==> src/hw/rtl/task_wait_object_scheduler_defines.svh <==
// Assertion macros for the task scheduler RTL.
// Used by files that carry concurrent checks; no other dependencies.
`ifndef TASK_WAIT_OBJECT_SCHEDULER_DEFINES_SVH
`define TASK_WAIT_OBJECT_SCHEDULER_DEFINES_SVH

`ifndef ASSERT_OFF
`define TWS_ASSERT(lbl, clk, rstn, prop) \
	lbl: assert property (@(posedge clk) disable iff (!rstn) prop) \
		else $error("%m: check failed");
`define TWS_ASSERT_NEVER(lbl, clk, rstn, prop) \
	lbl: assert property (@(posedge clk) disable iff (!rstn) !(prop)) \
		else $error("%m: forbidden condition seen");
`else
`define TWS_ASSERT(lbl, clk, rstn, prop)
`define TWS_ASSERT_NEVER(lbl, clk, rstn, prop)
`endif

`endif

==> src/hw/rtl/tws_pkg.sv <==
// Shared constants, types and helpers for the task scheduler.
// No dependencies; used by the interfaces and all modules.
`default_nettype none

package tws_pkg;

	localparam int TASK_COUNT = 8;
	localparam int SLOT_W     = (TASK_COUNT > 1) ? $clog2(TASK_COUNT) : 1;
	localparam int CNT_W      = $clog2(TASK_COUNT + 1);

	// field widths of the event and result transfers
	localparam int KIND_W = 2;
	localparam int IDX_W  = 3;
	localparam int OBJ_W  = 8;

	typedef enum logic [KIND_W-1:0] {
		K_ENABLE  = 2'd0,
		K_WAIT    = 2'd1,
		K_RELEASE = 2'd2,
		K_END     = 2'd3
	} kind_t;

	typedef logic [SLOT_W-1:0] slot_t;

	typedef struct packed {
		logic             en;
		logic             wt;
		logic [OBJ_W-1:0] obj;
	} entry_t;

	typedef struct packed {
		logic   rd_en;
		slot_t  rd_addr;
		logic   wr_en;
		slot_t  wr_addr;
		entry_t wr_data;
	} tbl_req_t;

	// value a slot holds until it is first written
	function automatic entry_t reset_entry(slot_t a);
		entry_t e;
		e.en  = (32'(a) >= 32'(TASK_COUNT - 2));
		e.wt  = 1'b0;
		e.obj = '0;
		return e;
	endfunction

endpackage

`default_nettype wire

==> src/hw/rtl/tws_ifs.sv <==
// Valid/ready channel interfaces for scheduler events and results.
// Depends on tws_pkg for field widths.
`default_nettype none

interface tws_evt_if;
	logic                        valid;
	logic                        ready;
	logic [tws_pkg::KIND_W-1:0]  kind;
	logic [tws_pkg::IDX_W-1:0]   slot_index;
	logic [tws_pkg::OBJ_W-1:0]   object_id;

	modport source(output valid, output kind, output slot_index, output object_id,
		input ready);
	modport sink(input valid, input kind, input slot_index, input object_id,
		output ready);
endinterface

interface tws_res_if;
	logic                       valid;
	logic                       ready;
	logic [tws_pkg::IDX_W-1:0]  running_index;
	logic                       woke_task;
	logic                       no_ready_task;

	modport source(output valid, output running_index, output woke_task,
		output no_ready_task, input ready);
	modport sink(input valid, input running_index, input woke_task,
		input no_ready_task, output ready);
endinterface

`default_nettype wire

==> src/hw/rtl/task_wait_object_scheduler.sv <==
// Fixed-priority task scheduler, one result per event.
// Enable: slot written at transfer, then the output state loads the result. Wait and end: slot
// read-modify-write, then a pipelined scan of the slot table. Release: scan only.
// A new event is taken while a finished result waits in the output register.
// Reset (arst_n low) sets slots TASK_COUNT-1 and TASK_COUNT-2 enabled, running TASK_COUNT-2.
`default_nettype none

module task_wait_object_scheduler (
	input  logic      clk,
	input  logic      arst_n,
	tws_evt_if.sink   evt,
	tws_res_if.source res
);
	import tws_pkg::*;

	tbl_req_t tbl;
	entry_t   rd_data;

	tws_ctrl u_ctrl (
		.clk     (clk),
		.arst_n  (arst_n),
		.evt     (evt),
		.res     (res),
		.tbl     (tbl),
		.rd_data (rd_data)
	);

	tws_table u_table (
		.clk     (clk),
		.arst_n  (arst_n),
		.req     (tbl),
		.rd_data (rd_data)
	);

endmodule

`default_nettype wire

==> src/hw/rtl/tws_table.sv <==
// Slot table: one synchronous memory with a single write and a single read port.
// Entries never written read back as their reset value. Depends on tws_pkg.
`default_nettype none

module tws_table (
	input  logic              clk,
	input  logic              arst_n,
	input  tws_pkg::tbl_req_t req,
	output tws_pkg::entry_t   rd_data
);
	import tws_pkg::*;

	entry_t                mem [TASK_COUNT];
	logic [TASK_COUNT-1:0] vld_q;
	entry_t                mem_rd_s1;
	logic                  rd_vld_s1;
	slot_t                 rd_addr_s1;

	always_ff @(posedge clk) begin
		if (req.wr_en) begin
			mem[req.wr_addr] <= req.wr_data;
		end
		if (req.rd_en) begin
			mem_rd_s1  <= mem[req.rd_addr];
			rd_addr_s1 <= req.rd_addr;
		end
	end

	always_ff @(posedge clk or negedge arst_n) begin
		if (!arst_n) begin
			vld_q     <= '0;
			rd_vld_s1 <= 1'b0;
		end else begin
			if (req.wr_en) begin
				vld_q[req.wr_addr] <= 1'b1;
			end
			if (req.rd_en) begin
				rd_vld_s1 <= vld_q[req.rd_addr];
			end
		end
	end

	assign rd_data = rd_vld_s1 ? mem_rd_s1 : reset_entry(rd_addr_s1);

endmodule

`default_nettype wire

==> src/hw/rtl/tws_ctrl.sv <==
// Event sequencer: read-modify-write of the running slot, pipelined slot scan,
// result register. Depends on tws_pkg, tws_ifs and the assertion macro header.
`default_nettype none
`include "task_wait_object_scheduler_defines.svh"

module tws_ctrl (
	input  logic              clk,
	input  logic              arst_n,
	tws_evt_if.sink           evt,
	tws_res_if.source         res,
	output tws_pkg::tbl_req_t tbl,
	input  tws_pkg::entry_t   rd_data
);
	import tws_pkg::*;

	typedef enum logic [3:0] {
		ST_IDLE = 4'b0001,
		ST_RMW  = 4'b0010,
		ST_SCAN = 4'b0100,
		ST_OUT  = 4'b1000
	} state_t;

	state_t           state_q;
	kind_t            kind_q;
	logic [OBJ_W-1:0] obj_q;
	slot_t            run_q;
	logic [CNT_W-1:0] scan_q;
	logic             rv_s1;
	slot_t            ridx_s1;
	logic             woke_q;
	logic             none_q;

	logic             res_valid_q;
	logic [IDX_W-1:0] res_run_q;
	logic             res_woke_q;
	logic             res_none_q;

	logic  accept;
	kind_t evt_kind;
	logic  in_range;
	logic  issue;
	logic  hit;
	logic  last;
	logic  res_free;

	assign evt.ready = (state_q == ST_IDLE);
	assign accept    = evt.valid && evt.ready;
	assign evt_kind  = kind_t'(evt.kind);
	assign in_range  = 32'(evt.slot_index) < 32'(TASK_COUNT);
	assign issue     = (state_q == ST_SCAN) && (scan_q < CNT_W'(TASK_COUNT));
	assign last      = rv_s1 && (ridx_s1 == slot_t'(TASK_COUNT - 1));
	assign res_free  = !res_valid_q || res.ready;

	always_comb begin
		hit = 1'b0;
		if (rv_s1 && state_q == ST_SCAN) begin
			if (kind_q == K_RELEASE) begin
				hit = rd_data.en && rd_data.wt && (rd_data.obj == obj_q);
			end else begin
				hit = rd_data.en && !rd_data.wt;
			end
		end
	end

	always_comb begin
		tbl = '0;
		case (state_q)
			ST_IDLE: begin
				if (accept && evt_kind == K_ENABLE && in_range) begin
					tbl.wr_en       = 1'b1;
					tbl.wr_addr     = slot_t'(evt.slot_index);
					tbl.wr_data.en  = 1'b1;
					tbl.wr_data.wt  = 1'b0;
					tbl.wr_data.obj = '0;
				end
				if (accept && (evt_kind == K_WAIT || evt_kind == K_END)) begin
					tbl.rd_en   = 1'b1;
					tbl.rd_addr = run_q;
				end
			end
			ST_RMW: begin
				tbl.wr_en   = 1'b1;
				tbl.wr_addr = run_q;
				tbl.wr_data = rd_data;
				if (kind_q == K_WAIT) begin
					tbl.wr_data.wt  = 1'b1;
					tbl.wr_data.obj = obj_q;
				end else begin
					tbl.wr_data.en = 1'b0;
				end
			end
			ST_SCAN: begin
				tbl.rd_en   = issue;
				tbl.rd_addr = slot_t'(scan_q);
				// wake the matching waiter
				if (hit && kind_q == K_RELEASE) begin
					tbl.wr_en      = 1'b1;
					tbl.wr_addr    = ridx_s1;
					tbl.wr_data    = rd_data;
					tbl.wr_data.wt = 1'b0;
				end
			end
			default: ;
		endcase
	end

	always_ff @(posedge clk) begin
		if (accept) begin
			kind_q <= evt_kind;
			obj_q  <= evt.object_id;
		end
		ridx_s1 <= slot_t'(scan_q);
		if (state_q == ST_OUT && res_free) begin
			res_run_q  <= IDX_W'(run_q);
			res_woke_q <= woke_q;
			res_none_q <= none_q;
		end
	end

	always_ff @(posedge clk or negedge arst_n) begin
		if (!arst_n) begin
			state_q     <= ST_IDLE;
			run_q       <= slot_t'(TASK_COUNT - 2);
			scan_q      <= '0;
			rv_s1       <= 1'b0;
			woke_q      <= 1'b0;
			none_q      <= 1'b0;
			res_valid_q <= 1'b0;
		end else begin
			rv_s1 <= issue;
			if (state_q == ST_OUT && res_free) begin
				res_valid_q <= 1'b1;
			end else if (res.ready) begin
				res_valid_q <= 1'b0;
			end
			case (state_q)
				ST_IDLE: begin
					if (accept) begin
						woke_q <= 1'b0;
						none_q <= 1'b0;
						scan_q <= '0;
						case (evt_kind)
							K_ENABLE:  state_q <= ST_OUT;
							K_RELEASE: state_q <= ST_SCAN;
							default:   state_q <= ST_RMW;
						endcase
					end
				end
				ST_RMW: state_q <= ST_SCAN;
				ST_SCAN: begin
					if (issue) begin
						scan_q <= scan_q + 1'b1;
					end
					if (hit) begin
						run_q   <= ridx_s1;
						woke_q  <= (kind_q == K_RELEASE);
						state_q <= ST_OUT;
					end else if (last) begin
						none_q  <= (kind_q == K_END);
						state_q <= ST_OUT;
					end
				end
				ST_OUT: begin
					if (res_free) begin
						state_q <= ST_IDLE;
					end
				end
				default: state_q <= ST_IDLE;
			endcase
		end
	end

	assign res.valid         = res_valid_q;
	assign res.running_index = res_run_q;
	assign res.woke_task     = res_woke_q;
	assign res.no_ready_task = res_none_q;

	`TWS_ASSERT_NEVER(a_rw_same_slot, clk, arst_n,
		tbl.rd_en && tbl.wr_en && (tbl.rd_addr == tbl.wr_addr))
	`TWS_ASSERT(a_run_in_table, clk, arst_n, 32'(run_q) < 32'(TASK_COUNT))
	`TWS_ASSERT_NEVER(a_woke_and_none, clk, arst_n,
		res_valid_q && res_woke_q && res_none_q)
	`TWS_ASSERT(a_load_from_out, clk, arst_n,
		$rose(res_valid_q) |-> $past(state_q == ST_OUT))
	`TWS_ASSERT(a_read_return_in_scan, clk, arst_n,
		rv_s1 |-> (state_q == ST_SCAN || state_q == ST_OUT))

endmodule

`default_nettype wire

==> src/flat_wrapper.sv <==
// flat-port wrapper written by rule: the top's interface ports become plain ports
module task_wait_object_scheduler_flat import tws_pkg::*;
  (clk, arst_n, evt_valid, evt_kind, evt_slot_index, evt_object_id, evt_ready, res_valid, res_running_index, res_woke_task, res_no_ready_task, res_ready);
  tws_evt_if evt_i ();
  tws_res_if res_i ();
  input  logic clk;
  input  logic arst_n;
  input wire logic [$bits(evt_i.valid)-1:0] evt_valid;
  input wire logic [$bits(evt_i.kind)-1:0] evt_kind;
  input wire logic [$bits(evt_i.slot_index)-1:0] evt_slot_index;
  input wire logic [$bits(evt_i.object_id)-1:0] evt_object_id;
  output wire logic [$bits(evt_i.ready)-1:0] evt_ready;
  output wire logic [$bits(res_i.valid)-1:0] res_valid;
  output wire logic [$bits(res_i.running_index)-1:0] res_running_index;
  output wire logic [$bits(res_i.woke_task)-1:0] res_woke_task;
  output wire logic [$bits(res_i.no_ready_task)-1:0] res_no_ready_task;
  input wire logic [$bits(res_i.ready)-1:0] res_ready;
  assign evt_i.valid = evt_valid;
  assign evt_i.kind = evt_kind;
  assign evt_i.slot_index = evt_slot_index;
  assign evt_i.object_id = evt_object_id;
  assign evt_ready = evt_i.ready;
  assign res_valid = res_i.valid;
  assign res_running_index = res_i.running_index;
  assign res_woke_task = res_i.woke_task;
  assign res_no_ready_task = res_i.no_ready_task;
  assign res_i.ready = res_ready;
  task_wait_object_scheduler u_core (.clk(clk), .arst_n(arst_n), .evt(evt_i), .res(res_i));
endmodule
==> config.mk <==
export PLATFORM = sky130hd
export DESIGN_NAME = task_wait_object_scheduler_flat
export DESIGN_NICKNAME = d
export VERILOG_FILES = /design/src/hw/rtl/tws_pkg.sv /design/src/hw/rtl/tws_ifs.sv /design/src/hw/rtl/task_wait_object_scheduler.sv /design/src/hw/rtl/tws_table.sv /design/src/hw/rtl/tws_ctrl.sv /design/src/flat_wrapper.sv
export VERILOG_INCLUDE_DIRS = /design/src /design/src/hw/rtl
export SDC_FILE = /design/constraint.sdc
export NUM_CORES = 1
export LEC_CHECK = 0
export ABC_CLOCK_PERIOD_IN_PS = 2750
export BUFFER_PORTS_ARGS = -buffer_cell sky130_fd_sc_hd__buf_2
export CORE_MARGIN = 2
export CORE_UTILIZATION = 55
export DETAILED_ROUTE_END_ITERATION = 12
export PLACE_DENSITY_LB_ADDON = 0.08
export SLEW_MARGIN = 20
export SYNTH_ARGS = -nofsm -noshare
export SYNTH_HDL_FRONTEND = slang
export SYNTH_SLANG_ARGS = --single-unit
==> constraint.sdc <==
create_clock -name clk -period 2.75 [get_ports clk]
set_input_delay 0.1375 -clock clk [delete_from_list [all_inputs] [get_ports clk]]
set_output_delay 0.1375 -clock clk [all_outputs]
set_load 0.01 [all_outputs]
[Yosys cells after proc, flatten, opt, wreduce, memory -nomap -nowiden]
Memory sizes are Yosys's and may differ from the RTL's. A register that Yosys moved wholly into a read port is not among the register bits.
Index checks and enable logic that the tools add are counted.
Storage, ports and cells
  register bits after elaboration: 45
  RAM bits: 80
  input bits: 17
  output and inout port bits: 7
  logic and storage cells: 100
  memories kept: 1
Operators by class
  add/sub/neg operators: 1
  order comparisons: 5
  eq/ne operators: 19
  multiplexer cells: 33
  bitwise logic cells: 1
  reduce and logical (&&, ||, !) cells: 24
Memories
  u_core.u_table.mem: depth 8, width 10, read ports 1, clocked after Yosys merged registers in 1, wr ports 1, line tws_table.sv:13  | entry_t mem [TASK_COUNT];
Operators by type and width (count)
  one-hot mux 14 bit (3 select lines): 1
  2-to-1 mux 14 bit: 2
  2-to-1 mux 4 bit: 7
  one-hot mux 4 bit (2 select lines): 3
  one-hot mux 4 bit (4 select lines): 1
  2-to-1 mux 1 bit: 13
  logical AND 1 bit: 12
  2-to-1 mux 10 bit: 1
  inequality test 2 bit, second input constant: 5
  2-to-1 mux 9 bit: 1
  AND reduction 3 bit: 3
  equality test 2 bit, second input constant: 4
  equality test 8 bit: 1
  less-than comparator 3 x 4 -> 1 bit, second input constant: 2
  OR 8 bit: 1
  adder 4 x 1 -> 4 bit, second input constant: 1
  equality test 2 x 1 -> 1 bit, second input constant: 2
  equality test 4 x 1 -> 1 bit, second input constant: 1
  equality test 4 x 2 -> 1 bit, second input constant: 1
  equality test 4 x 3 -> 1 bit, second input constant: 1
  equality test 4 bit, second input constant: 1
  less-than comparator 4 bit, second input constant: 1
  one-hot mux 1 bit (2 select lines): 2
  AND reduction 4 bit: 1
  12 further kinds: 15

[Depth between registers and ports, before layout]
  word-level depth: 14
  depth in mapped cells: 8
  depth with buffers taken out: 6

[Hierarchy]
From an unflattened synthesis, not the netlist that was laid out.
Second synthesis, totals
  cells, all modules: 301
  area, all modules: 5507.8 um2
By module, submodules not included
  tws_table: instances 1, cells each 178, area each 3925.0 um2, seq. area each 2987.9 um2
  tws_ctrl: instances 1, cells each 123, area each 1582.8 um2, seq. area each 889.6 um2

[Worst setup path after synthesis]
Ideal clock, no wire load.
  path kind: register to register
  start point: register u_core.u_ctrl.state_q[0]
  end point: memory u_core.u_table.mem[2][0] (netlist bit) (enable)
  library setup time: 390 ps
  data arrival time: 2522 ps
  required time: 2360 ps
  setup slack: -162 ps
  stages on the path, launching flop included: 7
  buffers on the path: 0
  period minus slack after synthesis: 2912 ps
  path through: dfstp_2 > nor4b_4 > nor3b_2 > and2_2 > a22o_2 > a41oi_1 > nor3_1
Between the ends
  elaborated cells on any way between the ends: 13
  those cells by class: eq/ne (3); mux (6); reduce/logical (4)
RTL lines
  start, declared: line tws_ctrl.sv:23  | state_t state_q;
  start signal, assigned: line tws_ctrl.sv:122  | state_q <= ST_IDLE;
  start signal, assigned: line tws_ctrl.sv:143  | K_ENABLE: state_q <= ST_OUT;
  start signal, assigned: line tws_ctrl.sv:144  | K_RELEASE: state_q <= ST_SCAN;
  equality test 4 x 1 -> 1 bit *: line tws_ctrl.sv:46  | assign evt.ready = (state_q == ST_IDLE);
  via evt_ready: line flat_wrapper.sv:12  | output wire logic [$bits(evt_i.ready)-1:0] evt_ready;
  logical AND 1 bit: line tws_ctrl.sv:47  | assign accept = evt.valid && evt.ready;
  logical AND 1 bit: line tws_ctrl.sv:69  | if (accept && evt_kind == K_ENABLE && in_range) begin
  2-to-1 mux 14 bit: line tws_ctrl.sv:69
  one-hot mux 14 bit (3 select lines) *: line tws_ctrl.sv:67  | case (state_q)
  2-to-1 mux 1 bit: line tws_table.sv:20  | if (req.wr_en) begin
  2-to-1 mux 1 bit (implied by the code): line tws_table.sv:21  | mem[req.wr_addr] <= req.wr_data;
  end, declared: line tws_table.sv:13
Mark *: on every way through the listed nets, which the timed path passes. The rest lies on a longest branch.

[Final worst setup path]
  start point: register u_core.u_ctrl.kind_q[0]
  end point: memory u_core.u_table.mem[7][5] (netlist bit) (enable)
Between the ends
  cells in the longest elaborated chain, start to end: 8
Ends and longest elaborated chain
  start, declared: line tws_ctrl.sv:24  | kind_t kind_q;
  start signal, assigned: line tws_ctrl.sv:109  | kind_q <= evt_kind;
  equality test 2 bit *: line tws_ctrl.sv:57, tws_ctrl.sv:96
  2-to-1 mux 1 bit: line tws_ctrl.sv:57  | if (kind_q == K_RELEASE) begin
  2-to-1 mux 1 bit: line tws_ctrl.sv:56  | if (rv_s1 && state_q == ST_SCAN) begin
  logical AND 1 bit *: line tws_ctrl.sv:96  | if (hit && kind_q == K_RELEASE) begin
  2-to-1 mux 14 bit *: line tws_ctrl.sv:96
  one-hot mux 14 bit (3 select lines) *: line tws_ctrl.sv:67
  2-to-1 mux 1 bit: line tws_table.sv:20
  2-to-1 mux 1 bit (implied by the code): line tws_table.sv:21
Every way passes the cells marked *; elsewhere a longest branch is shown, timed or not.

==> results.md <==
- P_sw: 0.00153 W
- Routed vias/inst: 5.82
- Dpl hpwl: 8.53 mm
- Worst setup path class: reg -> reg
- Clock network fraction of total power: 35.3%
- Worst Setup SP: u_core.u_ctrl.kind_q[0]$_DFFE_PP_
- Actual slew at the worst max-slew pin: 0.692 ns
- Critical Path AT: approximately 2.8 ns
- Number of cells after detailed placement: 603
- IO buf count: 23
- Synth Warn #: 0
- Cells after Synth: 434
- Main synth FF type: edfxtp_1
- Core area: 10200 um^2
- Worst vdd ir: 0.527 mV
- Final Cell Area: 6810 um^2
- Synth Net Count: roughly 450
- Clock skew: 0.00847 ns
- Logic pwr share: between 10% and 20%
- Starting Density: 56.2%
- Minimum clock period: 2.61 ns
- Congestion Overflow GR: 0
- Area delta synth->final: 18.5%
- Rows: 37
- Post-synthesis sequential area ratio: 67.5%
- Nets@finish: 518
- Hold WC Path Type: in -> async
- Vias: 3778
- Count of final max-slew check failures: 0
- Initial antenna violation count: 0
- Clk Latency, worst-skew pair: 0.54 ns
- GRT Overall Usage: 24.0%
- Worst Path Max Fanout: 10
- CTS tree: done
- # diodes: 0
- Worst slew margin: 53.9%
- Share of cells above drive strength 1: 21.8%
- Final std cells w/o fill: 649
- Reg clk slew, reported paths: 0.06 ns
- Largest net degree at the start of global routing: 41
- CTS max path bufs: 2
- Detail Route Antenna Nets: 0
- Post-synth EDFFs: 107
- Max-Cap Viols: 0
- Req. time, crit path: 2.99 ns
- GR Layer Usage met3: 7.11%
- GR Util met2: 32.8%
- Sw frac: 28.1%
- Final setup vio count: 0
- First-pass GRT wire length: 19.8 mm
- Distinct cell type count after synthesis: 57
- Die Footprint: approximately 11000 um^2
- Place WS: 0.161 ns
- Seq pwr share: 48.4%
- Die width: roughly 110 um
- Max Freq: around 380 MHz
- Final Cycle Share: 94.8%
- Sink Count: 134
- Initial drt markers: 356
- Initial DRT Pass Iterations: 6
- DR WL/cell: 19.4 um
- Post-route DRC: 0
- Placed inst area: between 6000 and 7000 um^2
- Num ports: 24
- Setup tns final: 0 ns
- Post-synthesis area per instance: 13.2 um^2
- Worst Slack Setup Final: 0.143 ns
- H-tree levels: 4
- Leakage: 2.66 nW
- Die Span Y: 106 um
- CP startpoint kind: flip-flop
- Vias in the first global route: 3609
- Root Buffer Master: clkbuf_8
- PwrDens: approximately 800 nW/um^2
- Status: finished, final reports clean
- Post-synthesis cell area: ~5700 um^2
- CP Capture Type: flip-flop
- Total CTS buffers: 17
- Met1 Use GR: a little under two fifths
- Routed WL: 12.6 mm
- Endpoints failing hold: 0
- Post-synthesis register bit count: between 100 and 150
- Pwr Total: 0.00543 W
- Worst flop-to-flop path startpoint: u_core.u_ctrl.kind_q[0]$_DFFE_PP_
- Fraction of registers with async set/reset: 17.9%
- Routability cong.: 0.866
- Global route hottest layer: met1
- Design internal power: 0.00390 W
[critical path: stages (launching register included)]
cell and delay [ns]:
edfxtp_1 0.41, nand2b_1 0.20, a2111oi_2 0.39, o2111ai_2 0.24, nor2_4 0.27, buf_4 0.15, a41o_1 0.25, and3_1 0.18
buf_4 0.20
[state kept, by name, summed over array words and instances, names as in the netlist, 2 cells and up]
signal,flops
u_core.u_table.mem,80
u_core.u_table.mem_rd_s1,10
u_core.u_ctrl.obj_q,8
u_core.u_table.vld_q,8
u_core.u_ctrl.scan_q,4
u_core.u_ctrl.state_q,4
u_core.u_ctrl.res.running_index,3
u_core.u_ctrl.ridx_s1,3
u_core.u_ctrl.run_q,3
u_core.u_ctrl.kind_q,2
u_core.u_table.rd_addr_s1,2
[final timing paths]
kind,endpoint,slack [ns],depth (start not counted)
max in group asynchronous,u_core.u_ctrl.woke_q$_DFFE_PN0P_,2.25,2
min,u_core.u_ctrl.scan_q[1]$_DFFE_PN0P_,0.12,2
min reg2reg,u_core.u_ctrl.res.woke_task$_DFFE_PP_,0.45,0
max reg2reg,u_core.u_table.mem[7][5]$_DFFE_PP_,0.14,8
max,u_core.u_table.mem[7][5]$_DFFE_PP_,0.14,8
min in group clk,u_core.u_table.vld_q[0]$_DFFE_PN0P_,0.12,5
[layout by cell type, fill, tap and decap left out, types with 5 or more instances in the layout]
cell	n
xor2_1	5
buf_4	27
and3_1	17
edfxtp_1	107
nand2b_1	6
nand3_1	24
inv_1	10
buf_2	23
o21ai_0	5
a31o_1	10
clkbuf_16	16
a22o_1	11
dlygate4sd3_1	13
nand2_1	90
and2_1	5
a31o_2	7
a311oi_1	10
dfrtp_1	21
nor3_1	7
nor2_1	14
[routing by layer]
metal,share of wire [%],wire (um),vias to the layer above
li1,-,-,1778
met4,1.3,162,0
met3,6.3,796,17
met5,0,0,-
met1,49,6130,1856
met2,44,5480,127
[stage by stage]
| step | utilization (%) | hold slack (ns) |
|---|---|---|
| after floorplan | - | -0.158 |
| after global placement | 60.1 | 0.156 |
| after detailed placement | 60.1 | 0.164 |
| after CTS | 66.3 | 0.0979 |
| after global routing | 66.5 | 0.175 |
| final | 66.5 | 0.118 |
[cell type report]
| cell class | instances | area (um^2) |
|---|---|---|
| Tap cell | 136 | 170 |
| Sequential cell | 134 | 3880 |
| Timing Repair Buffer | 64 | 468 |
| Inverter | 10 | 37.5 |
| Fill cell | 746 | 3420 |
| Clock inverter | 14 | 87.6 |
| Multi-Input combinational cell | 273 | 1750 |
| Clock buffer | 18 | 418 |
[power by group through the flow]
| stage | Clock [W] | Sequential [W] | Combinational, W |
|---|---|---|---|
| floorplan | 0 | 0.00260 | 0.000589 |
| global placement | 0 | 0.00265 | 0.000843 |
| detailed placement | 0 | 0.00266 | 0.000860 |
| CTS | 0.00194 | 0.00262 | 0.000878 |
| global route | 0.00203 | 0.00265 | 0.000975 |
| finish | 0.00192 | 0.00263 | 0.000889 |
[timing repair]
action | in CTS | in global routing
setup endpoints to repair | 0 | 80
resized for setup | 0 | 3
hold endpoints to repair | 37 | 0
buffers inserted | 0 | 1
hold buffers | 13 | 0
[Yosys cell counts (3+ instances only)]
library cell | n | area [um^2]
o31ai_1 | 4 | 30.0
nand3_1 | 24 | 120
a41o_1 | 3 | 30.0
nor3_1 | 7 | 35.0
a22o_1 | 11 | 96.3
mux2_2 | 4 | 45.0
xor2_1 | 5 | 43.8
a21oi_1 | 3 | 15.0
nand2_1 | 90 | 338
o21ai_0 | 5 | 25.0
nor2_1 | 14 | 52.6
buf_4 | 3 | 22.5
a311oi_1 | 10 | 87.6
dfstp_2 | 3 | 78.8
edfxtp_1 | 107 | 3210
nand2b_1 | 6 | 37.5
nor2b_1 | 3 | 18.8
and2_1 | 5 | 31.3
a31o_2 | 7 | 61.3
and3_1 | 17 | 106
buf_2 | 9 | 45.0
a41oi_1 | 3 | 26.3
a31oi_1 | 3 | 18.8
dfxtp_1 | 3 | 60.1
dfrtp_1 | 21 | 526
inv_1 | 10 | 37.5
a31o_1 | 10 | 87.6
clkbuf_1 | 3 | 11.3
[cell families after synthesis]
logic type | Yosys count | share of synthesized area, %
multiplexers | 6 | 1.13
adder cells (fa/ha/maj) | 1 | 0.218
AND/OR/NAND/NOR | 180 | 15.7
XOR/XNOR | 5 | 0.762
buffers and inverters | 27 | 2.42
flip-flops | 134 | 67.5
AO/OA/AOI/OAI | 81 | 12.3
(Power assumes the default switching activity.)
